**src/lcw_pkg.sv**
```systemverilog
`timescale 1ns / 1ps

package lcw_pkg;

   // Field and register widths.
   localparam int SAMPLE_W  = 12;
   localparam int MV_W      = 12;
   localparam int SUPPLY_W  = 12;
   localparam int OFFSET_W  = 12;
   localparam int SLOPE_W   = 16;
   localparam int MASS_W    = 26;
   localparam int CSR_IDX_W = 2;
   localparam int CSR_DATA_W = 16;

   // Width of the supply times sample product.
   localparam int PROD_W = SUPPLY_W + SAMPLE_W;

   // The divider takes divisors up to the slope width.
   localparam int DIVISOR_W = SLOPE_W;

   // Full scale of the converter and the hundredths scale factor.
   localparam logic [DIVISOR_W-1:0] ADC_FULL_SCALE = 16'd4095;
   localparam logic [6:0]           CENTI_SCALE    = 7'd100;
   localparam int                   CENTI_W        = 7;

   // Reset values of the configuration registers.
   localparam logic [SUPPLY_W-1:0] SUPPLY_RESET = 12'd2800;
   localparam logic [OFFSET_W-1:0] OFFSET_RESET = 12'd0;
   localparam logic [SLOPE_W-1:0]  SLOPE_RESET  = 16'd260;

   typedef enum logic [CSR_IDX_W-1:0] {
      CSR_SUPPLY_MV      = 2'd0,
      CSR_ZERO_OFFSET_MV = 2'd1,
      CSR_SLOPE_CENTI    = 2'd2
   } csr_index_type;

endpackage

```
**src/lcw_divider.sv**
```systemverilog
`timescale 1ns / 1ps

module lcw_divider #(
   parameter int DIVIDEND_W = 25,
   parameter int DIVISOR_W  = 16
) (
   input  logic                  clock,
   input  logic                  reset,
   input  logic                  start,
   input  logic [DIVIDEND_W-1:0] dividend,
   input  logic [DIVISOR_W-1:0]  divisor,
   output logic                  done,
   output logic [DIVIDEND_W-1:0] quotient
);

   localparam int COUNT_W = $clog2(DIVIDEND_W + 1);

   logic                  busy_ff;
   logic                  done_ff;
   logic [COUNT_W-1:0]    count_ff;
   logic [DIVIDEND_W-1:0] quo_ff;
   logic [DIVISOR_W-1:0]  rem_ff;
   logic [DIVISOR_W-1:0]  den_ff;

   logic [DIVISOR_W:0]    rem_shift;
   logic                  fits;
   logic [DIVISOR_W:0]    rem_diff;
   logic [DIVISOR_W-1:0]  rem_in;
   logic [DIVIDEND_W-1:0] quo_in;

   // One restoring step: bring down the next dividend bit and try a subtract.
   always_comb begin
      rem_shift = {rem_ff, quo_ff[DIVIDEND_W-1]};
      rem_diff  = rem_shift - {1'b0, den_ff};
      fits      = (rem_shift >= {1'b0, den_ff});
      rem_in    = fits ? rem_diff[DIVISOR_W-1:0] : rem_shift[DIVISOR_W-1:0];
      quo_in    = {quo_ff[DIVIDEND_W-2:0], fits};
   end

   always_ff @(posedge clock) begin
      if (reset) begin
         busy_ff  <= 1'b0;
         done_ff  <= 1'b0;
         count_ff <= '0;
      end else begin
         done_ff <= 1'b0;
         if (start) begin
            busy_ff  <= 1'b1;
            count_ff <= COUNT_W'(DIVIDEND_W);
         end else if (busy_ff) begin
            count_ff <= count_ff - COUNT_W'(1);
            if (count_ff == COUNT_W'(1)) begin
               busy_ff <= 1'b0;
               done_ff <= 1'b1;
            end
         end
      end
   end

   always_ff @(posedge clock) begin
      if (start) begin
         quo_ff <= dividend;
         rem_ff <= '0;
         den_ff <= divisor;
      end else if (busy_ff) begin
         quo_ff <= quo_in;
         rem_ff <= rem_in;
      end
   end

   assign done     = done_ff;
   assign quotient = quo_ff;

endmodule

```
**src/load_cell_trimmed_mean_weigher.sv**
```systemverilog
`timescale 1ns / 1ps

// Load cell weigher with a trimmed-mean moving-average filter. Each request carries one
// raw 12-bit converter reading, which is scaled to millivolts as
// floor(supply_mv * sample / 4095), reduced by the zero offset (clamped at zero) and
// stored in a window of WINDOW_LEN samples held in a single-port-write, registered-read
// memory. Every request gives exactly one result. While the window is still filling the
// result is a mass of zero with window_full low. Once it is full the window is read back
// entry by entry to form its sum, minimum and maximum; the sum less both extremes is
// turned into a mean in hundredths of a millivolt, divided by slope_centi and scaled to
// grams, so the mass is always a multiple of 100. One request is worked on at a time.
// The division by the converter full scale is a fold-and-correct step on the product,
// and the division by WINDOW_LEN - 2 is a multiplication by a fixed reciprocal; only the
// division by slope_centi uses the bit-serial divider, one quotient bit per cycle over
// DIV_W = 19 bits. A request taken while the window fills passes only through the
// multiply, fold, write and publish steps. With a full window the request also walks
// the memory (one entry per cycle), then forms the trimmed mean and runs the slope
// division. A finished result is held in the publish step while the output register
// is occupied and stalled, and then waits in that output register, so a new request is
// taken while the previous result is still pending. The window memory needs no
// clearing after reset: its entries are only read once every one of them has been
// written. Configuration is written through the csr_ port; the user must do so only
// while the block is idle, which the block itself does not enforce. An index beyond
// the three registers is ignored, and a slope of zero is treated as one.

module load_cell_trimmed_mean_weigher
   import lcw_pkg::*;
#(
   parameter int WINDOW_LEN = 48
) (
   input  logic                  clock,
   input  logic                  reset,

   input  logic                  req_valid,
   output logic                  req_stall,
   input  logic [SAMPLE_W-1:0]   req_adc_sample,

   output logic                  rsp_valid,
   input  logic                  rsp_stall,
   output logic [MASS_W-1:0]     rsp_mass_grams,
   output logic                  rsp_window_full,

   input  logic                  csr_write_en,
   input  logic [CSR_IDX_W-1:0]  csr_index,
   input  logic [CSR_DATA_W-1:0] csr_wdata
);

   // Widths that follow from the window length.
   localparam int ADDR_W      = $clog2(WINDOW_LEN);
   localparam int FILL_W      = $clog2(WINDOW_LEN + 1);
   localparam int SUM_W       = $clog2(WINDOW_LEN * 4095 + 1);
   localparam int TRIM_DIV_W  = SUM_W + CENTI_W;

   // The mean in hundredths of a millivolt never exceeds full scale times 100.
   localparam int DIV_W       = $clog2(int'(ADC_FULL_SCALE) * int'(CENTI_SCALE) + 1);

   // Reciprocal of WINDOW_LEN - 2. With the shift chosen as the dividend width plus the
   // bits of the divisor, the rounded-up reciprocal gives the exact floor quotient for
   // every dividend that fits in TRIM_DIV_W bits.
   localparam int TRIM_DIVISOR = WINDOW_LEN - 2;
   localparam int RECIP_SHIFT  = TRIM_DIV_W + $clog2(TRIM_DIVISOR);
   localparam int RECIP_W      = TRIM_DIV_W + 1;
   localparam int MEAN_PROD_W  = TRIM_DIV_W + RECIP_W;
   localparam logic [RECIP_W-1:0] RECIP =
      RECIP_W'(((64'd1 << RECIP_SHIFT) + 64'(TRIM_DIVISOR - 1)) / 64'(TRIM_DIVISOR));

   localparam logic [ADDR_W-1:0]    LAST_ADDR   = ADDR_W'(WINDOW_LEN - 1);
   localparam logic [FILL_W-1:0]    FILL_MAX    = FILL_W'(WINDOW_LEN);
   localparam logic [FILL_W-1:0]    FILL_LAST   = FILL_W'(WINDOW_LEN - 1);

   typedef enum logic [12:0] {
      ST_IDLE      = 13'b0000000000001,
      ST_MUL       = 13'b0000000000010,
      ST_MV_DIV    = 13'b0000000000100,
      ST_WRITE     = 13'b0000000001000,
      ST_WALK      = 13'b0000000010000,
      ST_TAIL      = 13'b0000000100000,
      ST_TRIM      = 13'b0000001000000,
      ST_TRIM_MUL  = 13'b0000010000000,
      ST_MEAN_DIV  = 13'b0000100000000,
      ST_SLOPE     = 13'b0001000000000,
      ST_SLOPE_DIV = 13'b0010000000000,
      ST_SCALE     = 13'b0100000000000,
      ST_PUBLISH   = 13'b1000000000000
   } state_type;

   // Configuration registers.
   logic [SUPPLY_W-1:0] supply_ff;
   logic [OFFSET_W-1:0] offset_ff;
   logic [SLOPE_W-1:0]  slope_ff;

   // Sequencer and window bookkeeping.
   state_type           state_ff, state_in;
   logic [FILL_W-1:0]   fill_ff;
   logic [ADDR_W-1:0]   wr_ptr_ff;
   logic [ADDR_W-1:0]   rd_addr_ff;
   logic                rd_valid_ff;

   // Working registers of the current request.
   logic [SAMPLE_W-1:0] sample_ff;
   logic [PROD_W-1:0]   prod_ff;
   logic [MV_W-1:0]     mv_ff;
   logic [SUM_W-1:0]    sum_ff;
   logic [MV_W-1:0]     lo_ff;
   logic [MV_W-1:0]     hi_ff;
   logic [SUM_W-1:0]    trim_ff;
   logic [TRIM_DIV_W-1:0]  trim_scaled_ff;
   logic [MEAN_PROD_W-1:0] mean_prod_ff;
   logic [MASS_W-1:0]   res_mass_ff;
   logic                res_full_ff;

   // Output register.
   logic                rsp_valid_ff;
   logic [MASS_W-1:0]   rsp_mass_ff;
   logic                rsp_full_ff;

   // Window memory and its registered read port.
   logic [MV_W-1:0]     window_mem [WINDOW_LEN];
   logic [MV_W-1:0]     rd_data_ff;

   // Divider hookup.
   logic                 div_start;
   logic [DIV_W-1:0]     div_dividend;
   logic [DIVISOR_W-1:0] div_divisor;
   logic                 div_done;
   logic [DIV_W-1:0]     div_quo;

   logic                 req_accept;
   logic                 rsp_free;
   logic [PROD_W-1:0]    prod;
   logic [MV_W:0]        mv_rem;
   logic [DIV_W+CENTI_W-1:0] mass_scaled;
   logic [MV_W-1:0]      scaled_mv;
   logic [MV_W-1:0]      bridge_mv;
   logic                 window_now_full;
   logic [SLOPE_W-1:0]   slope_safe;

   assign req_accept = req_valid && !req_stall;
   assign req_stall  = (state_ff != ST_IDLE);
   assign rsp_free   = !rsp_valid_ff || !rsp_stall;

   assign prod        = PROD_W'(supply_ff) * PROD_W'(sample_ff);
   assign mass_scaled = (DIV_W+CENTI_W)'(div_quo) * (DIV_W+CENTI_W)'(CENTI_SCALE);

   // Division by the full scale 4095 = 4096 - 1. Writing the product as q * 4096 + r
   // makes it q * 4095 + (q + r), and q + r stays below twice 4095, so the quotient is
   // q, plus one when q + r reaches 4095. The result never exceeds 4095.
   assign mv_rem    = {1'b0, prod_ff[MV_W-1:0]} + {1'b0, prod_ff[PROD_W-1 -: MV_W]};
   assign scaled_mv = prod_ff[PROD_W-1 -: MV_W]
                      + MV_W'(mv_rem >= (MV_W+1)'(ADC_FULL_SCALE));
   assign bridge_mv = (mv_ff > offset_ff) ? (mv_ff - offset_ff) : '0;

   // The window is full once this sample is counted.
   assign window_now_full = (fill_ff == FILL_LAST) || (fill_ff == FILL_MAX);

   assign slope_safe = (slope_ff == '0) ? SLOPE_W'(1) : slope_ff;

   // The divider only serves the slope division; the mean sits in the upper bits of the
   // reciprocal product.
   assign div_start    = (state_ff == ST_SLOPE);
   assign div_dividend = mean_prod_ff[RECIP_SHIFT +: DIV_W];
   assign div_divisor  = slope_safe;

   always_comb begin
      state_in = state_ff;
      case (state_ff)
         ST_IDLE:      if (req_accept) state_in = ST_MUL;
         ST_MUL:       state_in = ST_MV_DIV;
         ST_MV_DIV:    state_in = ST_WRITE;
         ST_WRITE:     state_in = window_now_full ? ST_WALK : ST_PUBLISH;
         ST_WALK:      if (rd_addr_ff == LAST_ADDR) state_in = ST_TAIL;
         ST_TAIL:      state_in = ST_TRIM;
         ST_TRIM:      state_in = ST_TRIM_MUL;
         ST_TRIM_MUL:  state_in = ST_MEAN_DIV;
         ST_MEAN_DIV:  state_in = ST_SLOPE;
         ST_SLOPE:     state_in = ST_SLOPE_DIV;
         ST_SLOPE_DIV: if (div_done) state_in = ST_SCALE;
         ST_SCALE:     state_in = ST_PUBLISH;
         ST_PUBLISH:   if (rsp_free) state_in = ST_IDLE;
         default:      state_in = ST_IDLE;
      endcase
   end

   // Control state.
   always_ff @(posedge clock) begin
      if (reset) begin
         state_ff     <= ST_IDLE;
         fill_ff      <= '0;
         wr_ptr_ff    <= '0;
         rd_addr_ff   <= '0;
         rd_valid_ff  <= 1'b0;
         rsp_valid_ff <= 1'b0;
         supply_ff    <= SUPPLY_RESET;
         offset_ff    <= OFFSET_RESET;
         slope_ff     <= SLOPE_RESET;
      end else begin
         state_ff    <= state_in;
         rd_valid_ff <= (state_ff == ST_WALK);

         if (csr_write_en) begin
            case (csr_index)
               CSR_SUPPLY_MV:      supply_ff <= csr_wdata[SUPPLY_W-1:0];
               CSR_ZERO_OFFSET_MV: offset_ff <= csr_wdata[OFFSET_W-1:0];
               CSR_SLOPE_CENTI:    slope_ff  <= csr_wdata[SLOPE_W-1:0];
               default:            ;
            endcase
         end

         if (state_ff == ST_WRITE) begin
            wr_ptr_ff  <= (wr_ptr_ff == LAST_ADDR) ? '0 : wr_ptr_ff + ADDR_W'(1);
            rd_addr_ff <= '0;
            if (fill_ff != FILL_MAX) begin
               fill_ff <= fill_ff + FILL_W'(1);
            end
         end else if (state_ff == ST_WALK) begin
            rd_addr_ff <= rd_addr_ff + ADDR_W'(1);
         end

         if (state_ff == ST_PUBLISH && rsp_free) begin
            rsp_valid_ff <= 1'b1;
         end else if (!rsp_stall) begin
            rsp_valid_ff <= 1'b0;
         end
      end
   end

   // Window memory: the new sample is written in its own cycle, and the walk reads the
   // entries back in the cycles after, so a read never meets a write to the same entry.
   always_ff @(posedge clock) begin
      if (state_ff == ST_WRITE) begin
         window_mem[wr_ptr_ff] <= bridge_mv;
      end
      rd_data_ff <= window_mem[rd_addr_ff];
   end

   // Payload registers.
   always_ff @(posedge clock) begin
      if (req_accept) begin
         sample_ff <= req_adc_sample;
      end

      if (state_ff == ST_MUL) begin
         prod_ff <= prod;
      end

      if (state_ff == ST_MV_DIV) begin
         mv_ff <= scaled_mv;
      end

      if (state_ff == ST_WRITE) begin
         sum_ff      <= '0;
         lo_ff       <= '1;
         hi_ff       <= '0;
         res_mass_ff <= '0;
         res_full_ff <= 1'b0;
      end else if (rd_valid_ff) begin
         sum_ff <= sum_ff + SUM_W'(rd_data_ff);
         if (rd_data_ff < lo_ff) lo_ff <= rd_data_ff;
         if (rd_data_ff > hi_ff) hi_ff <= rd_data_ff;
      end

      if (state_ff == ST_TRIM) begin
         trim_ff <= sum_ff - SUM_W'(lo_ff) - SUM_W'(hi_ff);
      end

      if (state_ff == ST_TRIM_MUL) begin
         trim_scaled_ff <= TRIM_DIV_W'(trim_ff) * TRIM_DIV_W'(CENTI_SCALE);
      end

      if (state_ff == ST_MEAN_DIV) begin
         mean_prod_ff <= MEAN_PROD_W'(trim_scaled_ff) * MEAN_PROD_W'(RECIP);
      end

      if (state_ff == ST_SCALE) begin
         res_mass_ff <= mass_scaled[MASS_W-1:0];
         res_full_ff <= 1'b1;
      end

      if (state_ff == ST_PUBLISH && rsp_free) begin
         rsp_mass_ff <= res_mass_ff;
         rsp_full_ff <= res_full_ff;
      end
   end

   lcw_divider #(
      .DIVIDEND_W (DIV_W),
      .DIVISOR_W  (DIVISOR_W)
   ) u_divider (
      .clock    (clock),
      .reset    (reset),
      .start    (div_start),
      .dividend (div_dividend),
      .divisor  (div_divisor),
      .done     (div_done),
      .quotient (div_quo)
   );

   assign rsp_valid       = rsp_valid_ff;
   assign rsp_mass_grams  = rsp_mass_ff;
   assign rsp_window_full = rsp_full_ff;

endmodule
```
**config.mk**
```make
export PLATFORM = sky130hd
export DESIGN_NAME = load_cell_trimmed_mean_weigher
export DESIGN_NICKNAME = d
export VERILOG_FILES = /design/src/lcw_pkg.sv /design/src/lcw_divider.sv /design/src/load_cell_trimmed_mean_weigher.sv
export SDC_FILE = /design/constraint.sdc
export NUM_CORES = 2
export LEC_CHECK = 0
export BUFFER_PORTS_ARGS = -buffer_cell sky130_fd_sc_hd__clkbuf_2
export CORE_UTILIZATION = 45
export DETAILED_ROUTE_END_ITERATION = 12
export PLACE_DENSITY_LB_ADDON = 0.25
export REMOVE_ABC_BUFFERS = 1
export SLEW_MARGIN = 20
export SYNTH_ARGS = -nofsm -noshare
export SYNTH_HDL_FRONTEND = slang
export SYNTH_SLANG_ARGS = --single-unit
```
**constraint.sdc**
```tcl
create_clock -name clock -period 9.9 [get_ports clock]
set_input_delay 0.495 -clock clock [delete_from_list [all_inputs] [get_ports clock]]
set_output_delay 0.495 -clock clock [all_outputs]
set_load 0.005 [all_outputs]
```
# Yosys cells after proc, flatten, opt, wreduce, memory -nomap -nowiden
# Memories as Yosys holds them, arrays and structs flattened. A register that Yosys moved wholly into a read port is not among the register bits.
# Index checks and enable logic that the tools add are counted.
[totals]
mem_count = 1
word_cells = 122
output_inout_bits = 29
reg_bits = 358
ramBits = 576
[classes]
n_eq_ne = 27
addsub = 11
n_bitwise = 1
n_mul = 4
order_cmp = 5
n_mux = 23
reduce_logical = 21
[mem_list]
columns = ["memory", "depth", "word_bits", "read_ports", "rd_clocked_by_memory_dff", "write_ports", "line", "text"]
rows = [
  ["window_mem", 48, 12, 1, 1, 1, "load_cell_trimmed_mean_weigher.sv:118", "logic [MV_W-1:0] window_mem [WINDOW_LEN];"],
]
[op_table]
columns = ["op", "count"]
rows = [
  ["one-hot mux 13 bit (13 select lines)", 1],
  ["two-way mux 13 bit", 5],
  ["two-way mux 26 bit", 2],
  ["multiplier 23 x 24 -> 46 bit, second input constant", 1],
  ["two-way mux 19 bit", 2],
  ["subtractor 18 x 12 -> 18 bit", 2],
  ["equality test 6 bit, second input constant", 4],
  ["greater-than comparator 12 bit", 2],
  ["multiplier 12 x 12 -> 24 bit", 1],
  ["multiplier 19 x 5 -> 24 bit, second input constant", 1],
  ["multiplier 18 x 5 -> 23 bit, second input constant", 1],
  ["adder 18 x 12 -> 18 bit", 1],
  ["adder 6 x 1 -> 6 bit, second input constant", 3],
  ["greater-or-equal comparator 17 x 16 -> 1 bit", 1],
  ["logical NOT 16 bit", 1],
  ["two-way mux 16 bit", 1],
  ["subtractor 16 bit", 1],
  ["adder 12 x 12 -> 13 bit", 1],
  ["equality test 13 x 1 -> 1 bit, second input constant", 1],
  ["equality test 13 x 10 -> 1 bit, second input constant", 1],
  ["equality test 13 x 11 -> 1 bit, second input constant", 1],
  ["equality test 13 x 12 -> 1 bit, second input constant", 1],
  ["equality test 13 bit, second input constant", 1],
  ["equality test 13 x 2 -> 1 bit, second input constant", 1],
  ["33 further kinds", 55],
]

# Depth between registers and ports, before layout
[logic_depth]
depth_word = 5
ltp_mapped = 24

# Modules after synthesis
# From an unflattened synthesis, not the netlist that was laid out.
[unflattened]
hier_cells = 4023
area_unflattened_um2 = 53298.6
[modules_own_cells]
columns = ["module", "instances", "area_each_um2", "cells_each"]
rows = [
  ["load_cell_trimmed_mean_weigher", 1, 50171.9, 3738],
  ["lcw_divider", 1, 3126.7, 285],
]

# Least setup slack after synthesis
# No wires, ideal clock.
[synth_timing]
kind = "flip-flop to flip-flop"
start = "reg trim_scaled_ff[8]"
end = "reg mean_prod_ff[46] (data pin)"
path_stages_with_launch = 22
arrival_time_ps = 5533
setup_time_ps = 258
slack_ps = 4109
path_buffers = 0
required_time_ps = 9642
path_cell_list = "edfxtp_1 > inv_1 > ha_1 > inv_1 > ha_1 > ha_1 > fa_1 > inv_1 > fa_1 > fa_1 > inv_1 > fa_1 > ha_1 > nand4_1 > or4_1 > a2111oi_1 > o21ai_1 > a21boi_1 > o21ai_1 > o21ai_2 > a21oi_1 > xnor2_1"
[synth_via]
elab_chain_cells = 1
[synth_lines]
columns = ["item", "line", "text"]
rows = [
  ["start, declared", "load_cell_trimmed_mean_weigher.sv:107", "logic [TRIM_DIV_W-1:0] trim_scaled_ff;"],
  ["start signal, assigned", "load_cell_trimmed_mean_weigher.sv:267", "trim_scaled_ff <= TRIM_DIV_W'(trim_ff) * TRIM_DIV_W'(CENTI_SCALE);"],
  ["multiplier 23 x 24 -> 46 bit", "load_cell_trimmed_mean_weigher.sv:271", "mean_prod_ff <= MEAN_PROD_W'(trim_scaled_ff) * MEAN_PROD_W'(RECIP);"],
  ["end signal, assigned", "load_cell_trimmed_mean_weigher.sv:271", ""],
  ["end, declared", "load_cell_trimmed_mean_weigher.sv:108", "logic [MEAN_PROD_W-1:0] mean_prod_ff;"],
]
# No other way between the ends.
# A chain may end at the register's enable or synchronous reset.

# Worst setup path after layout
# Ends and elaborated chain as after synthesis.

==> out/results.txt <==
Run status -> finished clean
Total gr overflow -> 0
Maximum number of pins on one net before global-route repair -> 107
Critical setup path kind -> reg -> reg
Proportion of total power due to net switching -> 25.5%
Endpoint class of the critical path -> register
Setup violation total in the final timing report -> 0
Final Cycle Share -> 66.2%
Setup repair after global routing missed its margin -> false
Sequential Power Share -> 44.7%
Setup crit start kind -> register
Clock network fraction of design power -> 39.5%
# Max-Cap Violations -> 0
Routed wire length per instance -> 19.6 microns
Yosys Warn Count -> 0
Arrival time of data at the critical path endpoint -> 6.95 ns
Top-Level Pins -> 64
Biggest area contributors in the synthesized netlist -> edfxtp_1 44%, ha_1 12%, fa_1 10%
DR iter-0 viols -> 1796
Clock network latency to the later pin of the worst-skew pair -> 0.70 ns
Via count -> 30100
Root cell of the clock tree -> clkbuf_16
Final Slew Violations -> 0
Summed negative setup slack over all endpoints -> 0 ns
Post-CTS Repair Setup Buffers -> 0
Most frequently used cell type in the post-synthesis netlist -> edfxtp_1
Tot Pwr -> 0.00972 W
Dominant cell type by area after synthesis -> edfxtp_1
Share of the synthesized area in the top cell type -> 43.6%
Worst Min Path Start -> csr_wdata[12]
Maximum clock insertion buffer count -> 3
Share of synthesized flip-flops with an asynchronous set or reset -> 0%
Number of standard cells after synthesis -> 4007
TritonCTS sink count -> 919
Setup slack after layout -> 3.34 ns
Internal -> 0.00724 W
Maximum operating frequency -> 0.153 GHz
Final net count -> 4914
Worst slew margin relative to its limit -> 28.9%
Number of global-route vias before repair -> 31200
Count of inserted antenna diode cells -> 0
Post-synthesis sequential area ratio -> 49.3%
H-Tree Level Count -> 3
Post-detailed-placement half-perimeter wirelength -> 81100 microns
FP Rows -> 125
Number of antenna violations at the first check in global routing -> 0
Launch point of the worst reg-to-reg path -> trim_scaled_ff[8]
ANT nets after route -> 0
Total power density per cell area -> 165 mW/mm^2
Floorplan die area -> 0.119 sq mm
Largest driver fanout on the critical path -> 6
Synth-to-Final Area Change -> 11.3%
Largest clock skew in the final design -> 0.0564 ns
Post-placement worst setup slack -> 3.30 ns
Placer congestion estimate -> 0.885
Share of cells above drive strength 1 -> 12.4%
Post-cts resize count -> 0
Crit. Startpoint -> trim_scaled_ff[8]
Average via count per standard cell -> 5.28
Comb power frac -> 15.8%
Clock tree from TritonCTS -> built
Time the worst path needs with I/O delays and setup -> 6.56 ns
Die height -> 345 microns
Count of different cell masters after synthesis -> 78
Worst vdd ir -> 0.196 mV
Synthesis-stage register bit count -> 919
Clock buffer count from CTS -> 97
Detailed-routing iteration count for the pre-antenna-repair pass -> 5
Data required time at the worst endpoint -> 10.29 ns
Most numerous cell types in the synthesized netlist -> 768 x edfxtp_1, 579 x inv_1, 502 x ha_1, 273 x fa_1, 252 x nand2_1
Switching pwr -> 0.00248 W
Final Hold Vio Count -> 0
Total length of routed wires -> 112000 microns
Top FF cell, synth -> edfxtp_1
Core region area -> 0.116 sq mm
Type of the worst min-delay path -> in -> reg
Initial Utilization -> 45.5%
Count of flip-flops with a built-in enable after synthesis -> 768
Final core area utilization -> 50.6%
Remaining DRCs -> 0
Clk slew on worst S/H paths -> 0.06 ns
Syn Std Cell Area -> 0.0529 sq mm
Static leakage power -> 23.7 nW
Transition time of the tightest slew-check pin -> 1.06 ns
Global Route Usage Sum -> 19.3%
Chip width -> 345 microns
First-pass GRT wire length -> 176000 microns
Mean Syn Cell Area -> 13.2 sq um
Total of buffers placed on input and output ports -> 61
final cells by class:
type | count | area, sq um
Fill cell | 9893 | 57400
Multi-Input combinational cell | 2366 | 24300
Sequential cell | 919 | 26100
Clock inverter | 56 | 696
Timing Repair Buffer | 141 | 1080
Clock buffer | 125 | 2700
Inverter | 579 | 2170
Tap cell | 1524 | 1910
power by group through the flow:
stage          Clock, W  Combinational [W]  Sequential [W]
2_1_floorplan         0            0.00118         0.00441
3_3_place_gp          0            0.00151         0.00443
3_5_place_dp          0            0.00152         0.00443
4_1_cts         0.00392            0.00155         0.00435
5_1_grt         0.00406            0.00177         0.00435
6_report        0.00384            0.00153         0.00435
per-stage QoR:
stage          hold slack, ns  cells  cell area (sq um)
4_1_cts               0.00707   5706              58800
3_3_place_gp            0.403   5508              55200
6_report               0.0528   5710              58900
2_1_floorplan           0.400   3864              52400
5_1_grt                0.0252   5710              58900
3_5_place_dp            0.405   5511              55300
sequential cells by signal, indices dropped and copies added, names as in the netlist, 13 cells and up:
| name | count |
|---|---|
| window_mem | 576 |
| prod_ff | 24 |
| res_mass_ff | 24 |
| rsp_mass_grams | 24 |
| trim_scaled_ff | 23 |
| mean_prod_ff | 19 |
| u_divider.quotient | 19 |
| sum_ff | 18 |
| trim_ff | 18 |
| slope_ff | 16 |
| u_divider.den_ff | 16 |
| u_divider.rem_ff | 16 |
| state_ff | 13 |
per-layer routing:
metal,share of wire (%),up-vias,track usage (%)
met5,0,-,0
met4,2.7,0,5.65
met3,4.4,160,2.92
met2,49,616,32.6
met1,44,15000,25.8
li1,-,14300,-
worst max-delay path: stages, from the launching register on:
cell and delay, ns:
edfxtp_1 0.51, inv_1 0.08, ha_1 0.29, inv_1 0.04, ha_1 0.32, ha_1 0.32, fa_1 0.49, inv_1 0.06
fa_1 0.44, fa_1 0.52, inv_1 0.05, fa_1 0.45, ha_1 0.33, nand4_1 0.15, or4_1 0.57, a2111oi_1 0.55
o21ai_1 0.22, a21boi_1 0.28, o21ai_1 0.20, o21ai_2 0.20, a21oi_1 0.10, xnor2_1 0.12
cells by family after synthesis:
family | Yosys count | share of synthesized area (%)
xor gates and xnor gates | 156 | 2.58
muxes | 241 | 8.81
and+or+nand+nor | 784 | 7.01
buffers and inverters | 723 | 5.17
AOI/OAI and AO/OA | 408 | 4.92
DFF | 919 | 49.3
adders and majority gates | 775 | 22.2
other | 1 | 0.00709
cells in the final DEF (no fill, tap or decap), drive strengths merged, types with 5 or more instances in the layout:
cell and count:
dlygate4sd3 14, dfxtp 151, a21boi 11, clkbuf 185, inv 585, o21a 17
nor3b 11, a211oi 20, or2 7, a31oi 6, nand2 252, and4 6
nor3 40, a21o 51, o211ai 15, edfxtp 768, clkinv 34, xor2 58
nand3b 10, or3 12, o21ai 96, nand2b 16, and3 18, nor2 229
a21oi 130, and2 65, bufinv 13, nand4 26, a211o 7, mux2i 61
nor2b 27, ha 502, mux4 180, fa 273, buf 67, xnor2 98
o21bai 15, nor4 11, or3b 5, nand3 36
final timing paths:
kind	to	slack [ns]	depth (start not counted)
setup / recovery	mean_prod_ff[46]	3.34	21
hold reg to reg	rsp_mass_grams[21]	0.41	0
setup reg to reg	mean_prod_ff[46]	3.34	21
hold / removal	slope_ff[12]	0.05	3
timing repair:
| action | in CTS | in global routing |
|---|---|---|
| setup endpoints to repair | 0 | 0 |
| hold endpoints to repair | 14 | 0 |
| hold buffers | 14 | 0 |
Note: power is estimated with default switching activity, not from simulation.
